## src/rtl/core/bsds_pkg.sv

```systemverilog
// Shared types and constants for the byte stream delimiter splitter.
// Used by every module in rtl/core; it depends on nothing else.
package bsds_pkg;

    // Fixed field widths.
    localparam int BYTE_W     = 8;
    localparam int POS_OUT_W  = 17;
    localparam int DELIM_W    = 64;
    localparam int DLEN_W     = 4;
    localparam int CFG_IDX_W  = 4;

    // Configuration register indexes.
    localparam logic [CFG_IDX_W-1:0] REG_DELIM_BYTES  = 4'd0;
    localparam logic [CFG_IDX_W-1:0] REG_DELIM_LENGTH = 4'd1;

    // Reset values of the configuration registers.
    localparam logic [DELIM_W-1:0] DELIM_BYTES_RST  = 64'd44;
    localparam logic [DLEN_W-1:0]  DELIM_LENGTH_RST = 4'd1;

    // One input beat.
    typedef struct packed {
        logic [BYTE_W-1:0] data_byte;
        logic              end_of_string;
    } byte_beat_t;

    // One result beat.
    typedef struct packed {
        logic [POS_OUT_W-1:0] piece_start;
        logic [POS_OUT_W-1:0] piece_end;
        logic                 last_piece;
    } piece_beat_t;

    // Control that every cell of the window chain receives.
    typedef struct packed {
        logic shift;
        logic clear;
    } cell_ctrl_t;

endpackage

```

## src/rtl/core/byte_stream_delimiter_splitter.sv

```systemverilog
// Byte stream delimiter splitter: top level with the window cell chain, the
// piece tracking and the output buffer. Depends on bsds_pkg, bsds_cell, bsds_skid.
// Throughput: one byte beat per cycle unless stalled; cells compare the window in parallel.
// A result beat is registered in the output buffer before it is offered.
// The output buffer holds two results, so input stalls only when both are waiting.
// Reset (rst_n low, asynchronous) clears the window, counters and buffer; delimiter is a comma.
module byte_stream_delimiter_splitter
#(
    parameter int               MAX_DELIMITER_BYTES = 8,
    parameter longint unsigned  MAX_STRING_LENGTH   = 65536
)
(
    input  logic                              clk,
    input  logic                              rst_n,
    input  logic                              byte_valid,
    output logic                              byte_ready,
    input  bsds_pkg::byte_beat_t              byte_data,
    output logic                              piece_valid,
    input  logic                              piece_ready,
    output bsds_pkg::piece_beat_t             piece_data,
    input  logic                              cfg_valid,
    output logic                              cfg_ready,
    input  logic [bsds_pkg::CFG_IDX_W-1:0]    cfg_index,
    input  logic [bsds_pkg::DELIM_W-1:0]      cfg_data
);

    localparam int POS_W = $clog2(MAX_STRING_LENGTH + 1);
    localparam logic [POS_W-1:0] POS_LIMIT = POS_W'(MAX_STRING_LENGTH);
    localparam logic [bsds_pkg::DLEN_W-1:0] MAX_DL = bsds_pkg::DLEN_W'(MAX_DELIMITER_BYTES);

    // Configuration registers; the length is stored already clamped.
    logic [bsds_pkg::DELIM_W-1:0] delim_reg;
    logic [bsds_pkg::DLEN_W-1:0]  dl_reg;
    logic [bsds_pkg::DLEN_W-1:0]  dl_written;

    assign cfg_ready = 1'b1;

    always_comb
    begin
        dl_written = cfg_data[bsds_pkg::DLEN_W-1:0];
        if (dl_written == '0)
        begin
            dl_written = bsds_pkg::DLEN_W'(1);
        end
        else if (dl_written > MAX_DL)
        begin
            dl_written = MAX_DL;
        end
    end

    always_ff @(posedge clk or negedge rst_n)
    begin
        if (!rst_n)
        begin
            delim_reg <= bsds_pkg::DELIM_BYTES_RST;
            dl_reg    <= bsds_pkg::DELIM_LENGTH_RST;
        end
        else if (cfg_valid && cfg_ready)
        begin
            case (cfg_index)
                bsds_pkg::REG_DELIM_BYTES:  delim_reg <= cfg_data;
                bsds_pkg::REG_DELIM_LENGTH: dl_reg    <= dl_written;
                default: ;
            endcase
        end
    end

    // Handshake and per-beat control.
    logic                 buf_space;
    logic                 byte_fire;
    bsds_pkg::cell_ctrl_t cell_ctrl;

    assign byte_ready      = buf_space;
    assign byte_fire       = byte_valid && byte_ready;
    assign cell_ctrl.shift = byte_fire;
    assign cell_ctrl.clear = byte_data.end_of_string;

    // Chain of window cells, newest byte in cell zero.
    logic [bsds_pkg::BYTE_W-1:0] chain [MAX_DELIMITER_BYTES+1];
    logic [MAX_DELIMITER_BYTES-1:0] hits;

    assign chain[0] = byte_data.data_byte;

    for (genvar j = 0; j < MAX_DELIMITER_BYTES; j++)
    begin : g_cell
        logic [bsds_pkg::DLEN_W-1:0] want_idx;
        logic [bsds_pkg::BYTE_W-1:0] want;
        logic                        enable;

        // Cell j sees delimiter byte dl-1-j once the window is aligned.
        assign want_idx = dl_reg - bsds_pkg::DLEN_W'(1) - bsds_pkg::DLEN_W'(j);
        assign want     = delim_reg[want_idx[2:0]*bsds_pkg::BYTE_W +: bsds_pkg::BYTE_W];
        assign enable   = bsds_pkg::DLEN_W'(j) < dl_reg;

        bsds_cell u_cell
        (
            .clk      (clk),
            .rst_n    (rst_n),
            .ctrl     (cell_ctrl),
            .byte_in  (chain[j]),
            .want     (want),
            .enable   (enable),
            .byte_out (chain[j+1]),
            .hit      (hits[j])
        );
    end

    // Piece tracking state.
    logic [POS_W-1:0]              pos_reg;
    logic [POS_W-1:0]              pos_next;
    logic [POS_W-1:0]              start_reg;
    logic [POS_W-1:0]              start_next;
    logic [bsds_pkg::DLEN_W-1:0]   bip_reg;
    logic [bsds_pkg::DLEN_W-1:0]   bip_next;
    logic [bsds_pkg::DLEN_W-1:0]   bip_inc;
    logic [POS_W-1:0]              pos_inc;
    logic [POS_W-1:0]              dl_wide;
    logic [POS_W-1:0]              delim_at;
    logic                          match;
    logic                          push;
    logic [POS_W-1:0]              res_start;
    logic [POS_W-1:0]              res_end;
    logic [POS_W+bsds_pkg::POS_OUT_W-1:0] start_ext;
    logic [POS_W+bsds_pkg::POS_OUT_W-1:0] end_ext;
    bsds_pkg::piece_beat_t         push_data;

    assign bip_inc = (bip_reg < MAX_DL) ? bip_reg + bsds_pkg::DLEN_W'(1) : bip_reg;
    assign pos_inc = (pos_reg < POS_LIMIT) ? pos_reg + POS_W'(1) : POS_LIMIT;
    assign dl_wide = POS_W'(dl_reg);
    assign match   = (bip_inc >= dl_reg) && (&hits);

    // Start of the delimiter, never before the piece start.
    always_comb
    begin
        delim_at = (pos_inc >= dl_wide) ? pos_inc - dl_wide : '0;
        if (delim_at < start_reg)
        begin
            delim_at = start_reg;
        end
    end

    // Decide the result of this beat and the next piece state.
    always_comb
    begin
        pos_next   = pos_reg;
        start_next = start_reg;
        bip_next   = bip_reg;
        push       = 1'b0;
        res_start  = start_reg;
        res_end    = pos_inc;
        if (byte_fire)
        begin
            pos_next = pos_inc;
            bip_next = bip_inc;
            if (match)
            begin
                push       = 1'b1;
                res_end    = delim_at;
                start_next = pos_inc;
                bip_next   = '0;
            end
            else if (byte_data.end_of_string)
            begin
                push = 1'b1;
            end
            if (byte_data.end_of_string)
            begin
                pos_next   = '0;
                start_next = '0;
                bip_next   = '0;
            end
        end
    end

    assign start_ext              = {{bsds_pkg::POS_OUT_W{1'b0}}, res_start};
    assign end_ext                = {{bsds_pkg::POS_OUT_W{1'b0}}, res_end};
    assign push_data.piece_start  = start_ext[bsds_pkg::POS_OUT_W-1:0];
    assign push_data.piece_end    = end_ext[bsds_pkg::POS_OUT_W-1:0];
    assign push_data.last_piece   = byte_data.end_of_string;

    always_ff @(posedge clk or negedge rst_n)
    begin
        if (!rst_n)
        begin
            pos_reg   <= '0;
            start_reg <= '0;
            bip_reg   <= '0;
        end
        else
        begin
            pos_reg   <= pos_next;
            start_reg <= start_next;
            bip_reg   <= bip_next;
        end
    end

    // Output buffer.
    bsds_skid u_skid
    (
        .clk         (clk),
        .rst_n       (rst_n),
        .push        (push),
        .push_data   (push_data),
        .space       (buf_space),
        .piece_valid (piece_valid),
        .piece_ready (piece_ready),
        .piece_data  (piece_data)
    );

    // The piece start never runs ahead of the byte position.
    a_start_le_pos: assert property (@(posedge clk) disable iff (!rst_n)
        start_reg <= pos_reg)
        else $error("piece start beyond byte position");

    // The byte count of a piece stays within the window.
    a_bip_range: assert property (@(posedge clk) disable iff (!rst_n)
        bip_reg <= MAX_DL)
        else $error("piece byte count beyond window length");

    // The last byte of a string always yields a result and restarts counting.
    a_eos_result: assert property (@(posedge clk) disable iff (!rst_n)
        (byte_fire && byte_data.end_of_string) |=> (piece_valid && pos_reg == '0))
        else $error("end of string without a final piece");

endmodule

```

## src/rtl/core/bsds_cell.sv

```systemverilog
// One cell of the byte window chain: holds one recent byte and compares the
// byte shifting into it against its delimiter byte. Depends on bsds_pkg.
module bsds_cell
(
    input  logic                         clk,
    input  logic                         rst_n,
    input  bsds_pkg::cell_ctrl_t         ctrl,
    input  logic [bsds_pkg::BYTE_W-1:0]  byte_in,
    input  logic [bsds_pkg::BYTE_W-1:0]  want,
    input  logic                         enable,
    output logic [bsds_pkg::BYTE_W-1:0]  byte_out,
    output logic                         hit
);

    logic [bsds_pkg::BYTE_W-1:0] byte_reg;
    logic [bsds_pkg::BYTE_W-1:0] byte_next;

    // A cell beyond the delimiter length never blocks a match.
    assign hit = !enable || (byte_in == want);

    // Shift in the neighbour's byte, or clear at the end of a string.
    always_comb
    begin
        byte_next = byte_reg;
        if (ctrl.shift)
        begin
            byte_next = ctrl.clear ? '0 : byte_in;
        end
    end

    always_ff @(posedge clk or negedge rst_n)
    begin
        if (!rst_n)
        begin
            byte_reg <= '0;
        end
        else
        begin
            byte_reg <= byte_next;
        end
    end

    assign byte_out = byte_reg;

endmodule

```

## src/rtl/core/bsds_skid.sv

```systemverilog
// Two-entry output buffer for result beats, so that input beats keep flowing
// while a result waits to be taken. Depends on bsds_pkg.
module bsds_skid
(
    input  logic                  clk,
    input  logic                  rst_n,
    input  logic                  push,
    input  bsds_pkg::piece_beat_t push_data,
    output logic                  space,
    output logic                  piece_valid,
    input  logic                  piece_ready,
    output bsds_pkg::piece_beat_t piece_data
);

    logic                  out_valid_reg;
    logic                  out_valid_next;
    bsds_pkg::piece_beat_t out_data_reg;
    bsds_pkg::piece_beat_t out_data_next;
    logic                  skid_valid_reg;
    logic                  skid_valid_next;
    bsds_pkg::piece_beat_t skid_data_reg;
    bsds_pkg::piece_beat_t skid_data_next;

    // A push is only offered while the skid entry is free.
    assign space = !skid_valid_reg;

    // Move beats between the skid entry and the output register.
    always_comb
    begin
        out_valid_next  = out_valid_reg;
        out_data_next   = out_data_reg;
        skid_valid_next = skid_valid_reg;
        skid_data_next  = skid_data_reg;
        if (!out_valid_reg || piece_ready)
        begin
            if (skid_valid_reg)
            begin
                out_data_next   = skid_data_reg;
                out_valid_next  = 1'b1;
                skid_valid_next = 1'b0;
            end
            else if (push)
            begin
                out_data_next  = push_data;
                out_valid_next = 1'b1;
            end
            else
            begin
                out_valid_next = 1'b0;
            end
        end
        else if (push)
        begin
            skid_data_next  = push_data;
            skid_valid_next = 1'b1;
        end
    end

    always_ff @(posedge clk or negedge rst_n)
    begin
        if (!rst_n)
        begin
            out_valid_reg  <= 1'b0;
            skid_valid_reg <= 1'b0;
        end
        else
        begin
            out_valid_reg  <= out_valid_next;
            skid_valid_reg <= skid_valid_next;
        end
    end

    always_ff @(posedge clk)
    begin
        out_data_reg  <= out_data_next;
        skid_data_reg <= skid_data_next;
    end

    assign piece_valid = out_valid_reg;
    assign piece_data  = out_data_reg;

    // The skid entry only fills behind a waiting output beat.
    a_skid_behind_out: assert property (@(posedge clk) disable iff (!rst_n)
        skid_valid_reg |-> out_valid_reg)
        else $error("skid entry holds a beat while the output is empty");

    // A stalled output beat is not overwritten.
    a_out_holds: assert property (@(posedge clk) disable iff (!rst_n)
        (out_valid_reg && !piece_ready) |=> (out_valid_reg && $stable(out_data_reg)))
        else $error("stalled result beat changed");

endmodule
```

## config.mk

```make
export PLATFORM = sky130hd
export DESIGN_NAME = byte_stream_delimiter_splitter
export DESIGN_NICKNAME = d
export VERILOG_FILES = /design/src/rtl/core/bsds_pkg.sv /design/src/rtl/core/byte_stream_delimiter_splitter.sv /design/src/rtl/core/bsds_cell.sv /design/src/rtl/core/bsds_skid.sv
export SDC_FILE = /design/constraint.sdc
export NUM_CORES = 1
export LEC_CHECK = 0
export BUFFER_PORTS_ARGS = -buffer_cell sky130_fd_sc_hd__buf_4
export CORE_ASPECT_RATIO = 0.75
export CORE_UTILIZATION = 45
export CTS_CLUSTER_SIZE = 30
export DETAILED_ROUTE_END_ITERATION = 12
export HOLD_SLACK_MARGIN = 0.06
export MAX_ROUTING_LAYER = met4
export PLACE_DENSITY_LB_ADDON = 0.12
export SLEW_MARGIN = 20
export SYNTH_ARGS = -nofsm -noshare
export SYNTH_HDL_FRONTEND = slang
export SYNTH_SLANG_ARGS = --single-unit
```

## constraint.sdc

```tcl
create_clock -name clk -period 13.35 [get_ports clk]
set_input_delay 1.335 -clock clk [delete_from_list [all_inputs] [get_ports clk]]
set_output_delay 1.335 -clock clk [all_outputs]
set_load 0.01 [all_outputs]
```

Word level (Yosys, flattened, before mapping)
Index checks and enable logic that the tools add are counted.
Widths: inputs -> output; s select.
{ "word_totals": {"ff_bits": 234, "output_inout_bits": 38, "word_cells": 124} }
{ "classes": {"addsub": 11, "magnitude_cmp": 14, "eq_ne": 9, "shift": 8, "n_mux": 29, "bitwise": 1, "reduce_logical": 32} }
{ "op_table": {"columns": ["operator", "n"], "rows": [
  ["$shiftx 64x7->8", 8],
  ["$mux 17", 8],
  ["$mux 35", 2],
  ["$eq 8x8->1", 8],
  ["$mux 8", 7],
  ["$mux 4", 5],
  ["$add 17x1->17 const B", 1],
  ["$ge 17x4->1", 1],
  ["$lt 17x17->1", 1],
  ["$lt 17x17->1 const B", 1],
  ["$sub 17x4->17", 1],
  ["$lt 3x4->1 const A", 4],
  ["$sub 3x3->3 const B", 4],
  ["$logic_not 1->1", 10],
  ["$reduce_and 2->1", 5],
  ["$logic_or 1x1->1", 9],
  ["$logic_not 4->1", 2],
  ["$lt 1x4->1 const A", 2],
  ["$lt 2x4->1 const A", 2],
  ["$reduce_and 8->1", 1],
  ["$mux 1", 7],
  ["$reduce_bool 2->1", 3],
  ["$sub 3x1->3 const B", 2],
  ["$sub 3x2->3 const B", 2],
  ["other kinds (7)", 8]
]} }

Logic depth before layout (Yosys ltp)
Gate-level depths: netlist of run 1.
{ "depth": {"depth_word": 11, "ltp_mapped": 25, "ltp_nobuf": 22} }

By module
From an unflattened synthesis of run 1, not the netlist that was laid out.
{ "unflattened": {"cells_unflattened": 1352, "hier_area_um2": 14518.9} }
{ "modules_own_cells": {"columns": ["mod", "n_inst", "cells_each", "area_each_um2"], "rows": [
  ["byte_stream_delimiter_splitter", 1, 881, 8206.6],
  ["bsds_cell", 8, 44, 444.2],
  ["bsds_skid", 1, 119, 2758.9]
]} }

Least setup slack after synthesis of run 1
No wires, ideal clock.
{ "synth_path": {"path_type": "reg2reg", "startpoint": "reg dl_reg[0] in the netlist's numbering", "endpoint": "reg u_skid.skid_data_reg[0] in the netlist's numbering (enable)", "t_arrival_ns": 6.479, "path_slack_ns": 6.400, "path_stages_with_launch": 19, "n_path_buf": 7, "synth_period_minus_slack_ns": 6.950, "path_cell_list": "dfstp_2 -> buf_4 -> buf_4 -> buf_2 -> clkinv_1 -> ha_1 -> buf_4 -> buf_4 -> buf_2 -> mux4_2 -> mux2i_1 -> xnor2_1 -> nor4_1 -> nand4_1 -> o32ai_2 -> and3_1 -> clkbuf_2 -> a21oi_1 -> nor3_1"} }
{ "synth_between": {"elab_chain_len": 10} }
{ "synth_rtl": {"columns": ["element", "line_no", "source"], "rows": [
  ["from (decl)", "byte_stream_delimiter_splitter.sv:33", "logic [bsds_pkg::DLEN_W-1:0] dl_reg;"],
  ["from (signal assigned)", "byte_stream_delimiter_splitter.sv:56", "dl_reg <= bsds_pkg::DELIM_LENGTH_RST;"],
  ["from (signal assigned)", "byte_stream_delimiter_splitter.sv:62", "bsds_pkg::REG_DELIM_LENGTH: dl_reg <= dl_written;"],
  ["$sub 3x1->3", "byte_stream_delimiter_splitter.sv:91", "assign want_idx = dl_reg - bsds_pkg::DLEN_W'(1) - bsds_pkg::DLEN_W'(j);"],
  ["$sub 3x1->3, or another cell as far along", "byte_stream_delimiter_splitter.sv:91", null],
  ["$shiftx 64x7->8", "byte_stream_delimiter_splitter.sv:92", "assign want = delim_reg[want_idx[2:0]*bsds_pkg::BYTE_W +: bsds_pkg::BYTE_W];"],
  ["$eq 8x8->1", "bsds_cell.sv:19", "assign hit = !enable || (byte_in == want);"],
  ["$logic_or 1x1->1", "bsds_cell.sv:19", null],
  ["$reduce_and 8->1", "byte_stream_delimiter_splitter.sv:130", "assign match = (bip_inc >= dl_reg) && (&hits);"],
  ["$logic_and 1x1->1 (*)", "byte_stream_delimiter_splitter.sv:130", null],
  ["$mux 1 (*)", "byte_stream_delimiter_splitter.sv:155", "if (match)"],
  ["$mux 1 (*)", "byte_stream_delimiter_splitter.sv:151", "if (byte_fire)"],
  ["$reduce_and 2->1 (no source line) (*)", null, null],
  ["to (signal assigned)", "bsds_skid.sv:76", "skid_data_reg <= skid_data_next;"],
  ["to (decl)", "bsds_skid.sv:21", "bsds_pkg::piece_beat_t skid_data_reg;"]
]} }
Every way passes the cells marked *; elsewhere a longest branch is shown, timed or not.
A chain may end at the register's enable or synchronous reset.

Worst setup path in the final report of run 1
{ "layout_path": {"startpoint": "reg dl_reg[0] in the netlist's numbering", "endpoint": "reg u_skid.skid_data_reg[12] in the netlist's numbering (enable)"} }
The elaborated chain is that of the path after synthesis.

==> results_dict.tcl, run 1 <==
set metrics [dict create \
    worstPathRequired_ns 13.55 \
    synth_edf_count 70 \
    cts_buffers 25 \
    cts_setup_buffers 0 \
    yosysMostFrequentCell "nand2_1" \
    place.port_buffers 118 \
    drt-total-wl_um 39000 \
    dieArea_um2 32700 \
    final_cells 1804 \
    worstMarginPinSlew_ns 1.04 \
    pwr-share-comb_pct 47.8 \
    synthArstFlopShare_pct 70.1 \
    seq_power_share_pct 30.9 \
    io_pins 120 \
    clock.fmax_mhz 157 \
    p_clk_share_pct 21.3 \
    p_int_w 0.00192 \
    htree_levels 1 \
    cts.sinks 234 \
    cts_root_buffer "clkbuf_16" \
    start_kind "flop" \
    irDropWorstVdd_mv 0.136 \
    synth_seq_cells 234 \
    ys_seq_area_share_pct 43.2 \
    ys_types 72 \
    dp_hpwl_um 28400 \
    endpoint_kind "flop" \
    fin_area_um2 16300 \
    avgViaCountPerCell 5.92 \
    finalSetupViolCount 0 \
    cts-resized-gates 0 \
    synth_nets 1416 \
    syn-cell-area_um2 14400 \
    seq_area_um2 6220 \
    first_iter_violations 1012 \
    rsz0062_at_grt "no" \
    grt_max_degree 102 \
    grt.overflow.total 0 \
    syn_avg_cell_area_um2 11.0 \
    worstPathMaxFanout 65 \
    antenna_found_initial 1 \
    grt_pass1_vias 10200 \
    start_util_pct 45.9 \
    hold_class "flop to flop" \
    fp.dieH_um 157 \
    synth_largest_area_cell "dfrtp_1" \
    num_vias 10700 \
    multiInputGateArea_um2 7650 \
    cts_tree "built" \
    final.setup.tns_ns 0 \
    clkTransAtPathRegs_ns 0.06 \
    slew_violations 0 \
    powerDensity_nw_per_um2 195 \
    synth_ff_type "dfrtp_1" \
    drtAntennaViolNets 0 \
    core-area_um2 31300 \
    fillCellCount 2745 \
    wl_per_cell_um 21.6 \
    switching_share_pct 39.7 \
    min_period_over_period_pct 47.6 \
    path_class "flop to flop" \
    ys_warn_count 0 \
    largest_register_ffs 64 \
    hold_buffers 0 \
    leakage_nw 6.38 \
    synth_area_leaders "dfrtp_1, edfxtp_1, mux4_2" \
    cts_buffer_depth 3 \
    run_status "finished, final reports clean" \
    synthTopCellsByCount "nand2_1, dfrtp_1, o21ai_0, mux2i_1" \
    rows 56 \
    grt_usage_pct 25.2 \
    cap_violations 0 \
    synth_top_area_share_pct 27.9 \
    clock_latency_ns 0.54 \
    switching_power_w 0.00127 \
    worstPathArrival_ns 6.56 \
    placed_area_um2 15500 \
    nets 1491 \
    dr.pass1.iters 5 \
    hold_slack_ns 0.490 \
    drc_errors 0 \
    dp_cells 1758 \
    finalHoldViolations 0 \
    die_x_um 208 \
    syn_inst 1304 \
    grt_pass1_wl_um 61700 \
    routabilityCongestion 0.918 \
    drive_gt1_share_pct 24.3 \
    maxSlewHeadroom_pct 29.5 \
    period_needed_ns 6.35 \
    finalClockSkew_ns 0.0135 \
    area_delta_synth_final_pct 13.6 \
]
power groups by stage:
stage / clock network (W) / logic, W / registers (W)
final: 0.000678 / 0.00152 / 0.000983
after global routing: 0.000718 / 0.00165 / 0.000998
after CTS: 0.000694 / 0.00151 / 0.000980
after detailed placement: 0 / 0.00149 / 0.000993
after global placement: 0 / 0.00148 / 0.000989
after floorplan: 0 / 0.00113 / 0.000949
stage by stage:
stage | util, % | total power (W) | worst slack (ns)
6_report | 52.1 | 0.00318 | 7.00
5_1_grt | 52.1 | 0.00336 | 6.56
4_1_cts | 52.1 | 0.00318 | 6.62
3_5_place_dp | 49.6 | 0.00249 | 6.64
3_3_place_gp | 49.5 | 0.00247 | 6.68
2_1_floorplan | - | 0.00208 | 6.40
area by class of cell:
class	instances	area share, %
antenna	1	0.0153
tap	406	3.11
multi-input combinational	949	46.8
clock buffer	39	4.65
inverter	34	0.781
timing repair buffer	135	6.35
sequential	234	38.1
clock inverter	6	0.199
worst max-delay path: stages, from the launching register on:
cell      delay (ns)
dfstp_4         0.65
clkinv_1        0.25
ha_4            0.54
buf_4           0.75
mux4_2          0.63
mux2i_1         0.24
xnor2_1         0.10
nor4_1          0.50
nand2_1         0.18
o21ai_0         0.33
o2111a_1        0.24
buf_4           0.24
a21oi_1         0.25
nor3_4          0.60
buf_4           0.45
path summary, 6_finish.rpt:
path | cells past startpoint | end | start | slack [ns]
max | 14 | u_skid.skid_data_reg[12] | dl_reg[0] | 7.00
min | 0 | u_skid.skid_data_reg[33] | res_start[15] | 0.49
max reg2reg | 14 | u_skid.skid_data_reg[12] | dl_reg[0] | 7.00
min reg2reg | 0 | u_skid.skid_data_reg[33] | res_start[15] | 0.49
max in group asynchronous | 2 | u_skid.skid_valid_reg | rst_n | 11.30
min in group asynchronous | 1 | delim_reg[49] | rst_n | 0.76
cell families (layout without fill, tap and decap cells):
group | Yosys count | in the layout | synth area share, %
and+or+nand+nor | 356 | 356 | 11.2
AOI/OAI and AO/OA | 249 | 249 | 11.3
DFF | 234 | 234 | 43.2
muxes | 217 | 217 | 21.6
buffers and inverters | 121 | 214 | 3.98
xor gates and xnor gates | 96 | 96 | 6.04
adders and majority gates | 30 | 30 | 2.66
other | 1 | 2 | 0.0261
layer usage:
metal | up-vias | part of all wire (%) | GRT usage, %
li1 | 4971 | - | -
met1 | 5295 | 50 | 39.2
met2 | 367 | 42 | 34.3
met3 | 45 | 6.4 | 4.13
met4 | 0 | 1.4 | 4.37
met5 | - | 0 | -
cell usage in the layout, fill, tap and decap left out, types with 5 or more instances in the layout:
master	netlist	final
or3_1	5	5
a21oi_1	20	20
a21o_1	11	11
edfxtp_1	70	70
nand2_1	209	208
o221ai_1	11	11
xnor2_1	68	68
nor3_1	8	7
nor2b_1	6	6
clkinv_2	0	5
o311ai_0	7	7
mux4_2	68	68
mux2i_1	79	79
nand4_1	21	21
ha_1	29	28
dfrtp_1	160	159
nor2_1	52	51
a41oi_1	9	9
nand2b_1	8	8
o21ai_1	6	5
o31ai_1	9	9
a2bb2oi_1	7	7
clkbuf_8	0	6
nand3_1	14	14
o21ai_0	114	114
o211ai_1	21	21
clkbuf_1	48	7
mux2_2	70	70
buf_4	6	133
nor4_1	12	11
inv_1	32	32
xor2_1	26	26
clkbuf_16	0	26
(Power assumes the default switching activity.)
==> inputs of run 2 (changes only) <==
ABC_AREA = 1   (was default)
clock period = 6.49 ns   (was 13.35 ns; I/O delays follow)
==> run 2 against run 1 <==
  * Global-route usage increased by 6.8 points
  * Clock skew increased by 0.012 ns
  * Synthesized cell count increased by 65%
  * Synthesized area increased by 6.6%
  * Sequential share of layout area decreased by 2.1 points
  * Critical endpoint is now u_skid.piece_data[3]
  * Die area increased by 6.5%
  * Largest cell class unchanged
  * Setup slack got worse by 6.0 ns
  * Wire length increased by 36%
  * Highest routed layer unchanged
  * Largest power group unchanged
==> results_dict.tcl, run 2 <==
set metrics [dict create \
    fin_area_um2 17300 \
    drive_gt1_share_pct 12.3 \
    fp.dieH_um 162 \
    ys_seq_area_share_pct 40.5 \
    dr.pass1.iters 6 \
    drt-total-wl_um 53100 \
    finalSetupViolCount 0 \
    p_clk_share_pct 25.1 \
    slew_violations 0 \
    clock.fmax_mhz 181 \
    drc_errors 0 \
    min_period_over_period_pct 85.0 \
    leakage_nw 8.61 \
    io_pins 120 \
    synth_ff_type "dfrtp_1" \
    clock_latency_ns 0.58 \
    period_needed_ns 5.52 \
    avgViaCountPerCell 5.51 \
    die_x_um 215 \
    ys_warn_count 0 \
    place.port_buffers 118 \
    p_int_w 0.00349 \
    grt_usage_pct 32.0 \
    place_ws_ns 1.00 \
    grt_pass1_vias 13500 \
    finalClockSkew_ns 0.0259 \
    synthArstFlopShare_pct 70.1 \
    synth_largest_area_cell "dfrtp_1" \
    dp_cells 2633 \
    cts.sinks 234 \
    worstMarginPinSlew_ns 0.940 \
    drtAntennaViolNets 0 \
    grt_pass1_wl_um 82800 \
    worstPathRequired_ns 6.80 \
    rsz0062_at_grt "no" \
    syn_inst 2153 \
    finalHoldViolations 0 \
    nets 2323 \
    path_class "flop to flop" \
    rows 58 \
    seq_power_share_pct 28.3 \
    core-area_um2 33500 \
    fin_total_pwr_w 0.00647 \
    irDropWorstVdd_mv 0.221 \
    worstPathMaxFanout 18 \
    first_iter_violations 1595 \
    final_common_cell "nand2_1" \
    switching_share_pct 46.1 \
    clkTransAtPathRegs_ns 0.08 \
    htree_levels 1 \
    routabilityCongestion 1.00 \
    synth_nets 2265 \
    hold_buffers 0 \
    cts_buffer_depth 3 \
    dp_hpwl_um 39200 \
    switching_power_w 0.00298 \
    grt.overflow.total 0 \
    synth_top_area_share_pct 26.1 \
    hold_class "input pin to asynchronous set/reset pin" \
    final_cell_mix "nand2_1, nand3_1, inv_1" \
    wl_per_cell_um 19.8 \
    dieArea_um2 34800 \
    powerDensity_nw_per_um2 375 \
    synth_edf_count 70 \
    final_cells 2681 \
    antenna_found_initial 0 \
    synth_area_leaders "dfrtp_1, nand2_1, edfxtp_1" \
    num_vias 14800 \
    cts_setup_buffers 0 \
    start_kind "flop" \
    cts_buffers 26 \
    grt_max_degree 95 \
    diodes 0 \
    cts_root_buffer "clkbuf_16" \
    cts_tree "built" \
    fillCellCount 3364 \
    largest_register_ffs 64 \
    final.setup.tns_ns 0 \
    placed_area_um2 16400 \
    pwr-share-comb_pct 46.7 \
    endpoint_kind "flop" \
    syn-cell-area_um2 15300 \
    start_util_pct 45.7 \
    cts-resized-gates 0 \
    fin_ws_ns 0.972 \
    syn_avg_cell_area_um2 7.12 \
    run_status "finished, final reports clean" \
    ys_types 45 \
    synth_seq_cells 234 \
    cap_violations 0 \
    worstPathArrival_ns 5.82 \
    yosysMostFrequentCell "nand2_1" \
    synthTopCellsByCount "nand2_1, nand3_1, inv_1, dfrtp_1, nor2_1" \
    maxSlewHeadroom_pct 37.4 \
    area_delta_synth_final_pct 12.7 \
]
==> run 2: cell types whose count changed in the layout (fill, tap and decap cells not counted), moves of 66 or more <==
cell / previous run / this run
xnor2_1: 68 / 2
nand2_1: 208 / 810
mux4_2: 68 / 0
mux2i_1: 79 / 0
nor2_1: 51 / 125
nand3_1: 14 / 298
inv_1: 32 / 207
==> run 2: final timing paths <==
path	start	cells past startpoint	slack, ns	endpoint
setup / recovery	pos_reg[16]	24	0.97	u_skid.piece_data[3]
hold / removal	rst_n	1	0.20	delim_reg[4]
setup reg to reg	pos_reg[16]	24	0.97	u_skid.piece_data[3]
min in group clk	cfg_data[9]	2	0.31	delim_reg[9]
hold reg to reg	res_start[12]	0	0.45	u_skid.skid_data_reg[30]
max in group asynchronous	rst_n	2	4.79	pos_reg[7]
==> run 2: final cells by class <==
cell class              instances  area, µm²  share of cell area, %
multi-input cells            1595       7720                   44.7
clock inverters                18        221                   1.28
clock buffers                  30        687                   3.98
flip-flops and latches        234       6210                   36.0
inverters                     220        831                   4.81
repair buffers                134       1020                   5.92
well taps                     450        563                   3.26
==> run 2: kinds of logic (layout without fill, tap and decap cells) <==
group | after synthesis | after routing | share of synthesized area, %
buffers and inverters | 324 | 402 | 9.28
other | 1 | 1 | 0.0245
AO/OA/AOI/OAI | 211 | 211 | 8.44
multiplexers | 18 | 18 | 1.32
flip-flops | 234 | 234 | 40.5
AND/OR/NAND/NOR | 1323 | 1323 | 37.2
adder cells (fa/ha/maj) | 30 | 30 | 2.50
XOR/XNOR | 12 | 12 | 0.686
==> run 2: routing by layer <==
layer  vias to the layer above  wire length (µm)  GRT usage (%)
met5                         -                 0              -
met4                         0              1050           6.45
met3                        78              6110           9.34
met2                       663             18900           38.5
met1                      6914             27100           50.7
li1                       7117                 -              -
==> run 2: power by group through the flow <==
stage | Combinational (W) | Sequential [W] | Clock, W
detailed placement | 0.00293 | 0.00185 | 0
global route | 0.00338 | 0.00184 | 0.00170
floorplan | 0.00222 | 0.00177 | 0
global placement | 0.00291 | 0.00185 | 0
finish | 0.00302 | 0.00183 | 0.00162
CTS | 0.00294 | 0.00182 | 0.00164
==> run 2: through the flow <==
| stage | hold WS [ns] | utilization (%) |
|---|---|---|
| 2_1_floorplan | 0.353 | - |
| 3_3_place_gp | 0.426 | 48.8 |
| 3_5_place_dp | 0.430 | 48.8 |
| 4_1_cts | 0.240 | 51.5 |
| 5_1_grt | 0.282 | 51.5 |
| 6_report | 0.204 | 51.5 |
==> run 2: critical path: stages (launching register included) <==
cell     delay (ns)
dfrtp_1        0.43
inv_1          0.51
o21ai_0        0.18
nor2_1         0.25
ha_1           0.32
a21oi_1        0.13
o21ai_0        0.18
nor2_1         0.21
nand2_1        0.14
nor2_1         0.32
nand3_1        0.11
nand3_1        0.18
inv_1          0.06
ha_1           0.30
nand4_1        0.13
inv_1          0.08
nand4_1        0.10
nor4_1         0.67
nand2_8        0.21
nand2_4        0.26
nand2_1        0.08
nand3_1        0.08
nand2_1        0.15
nand2_1        0.10
nand2_1        0.06
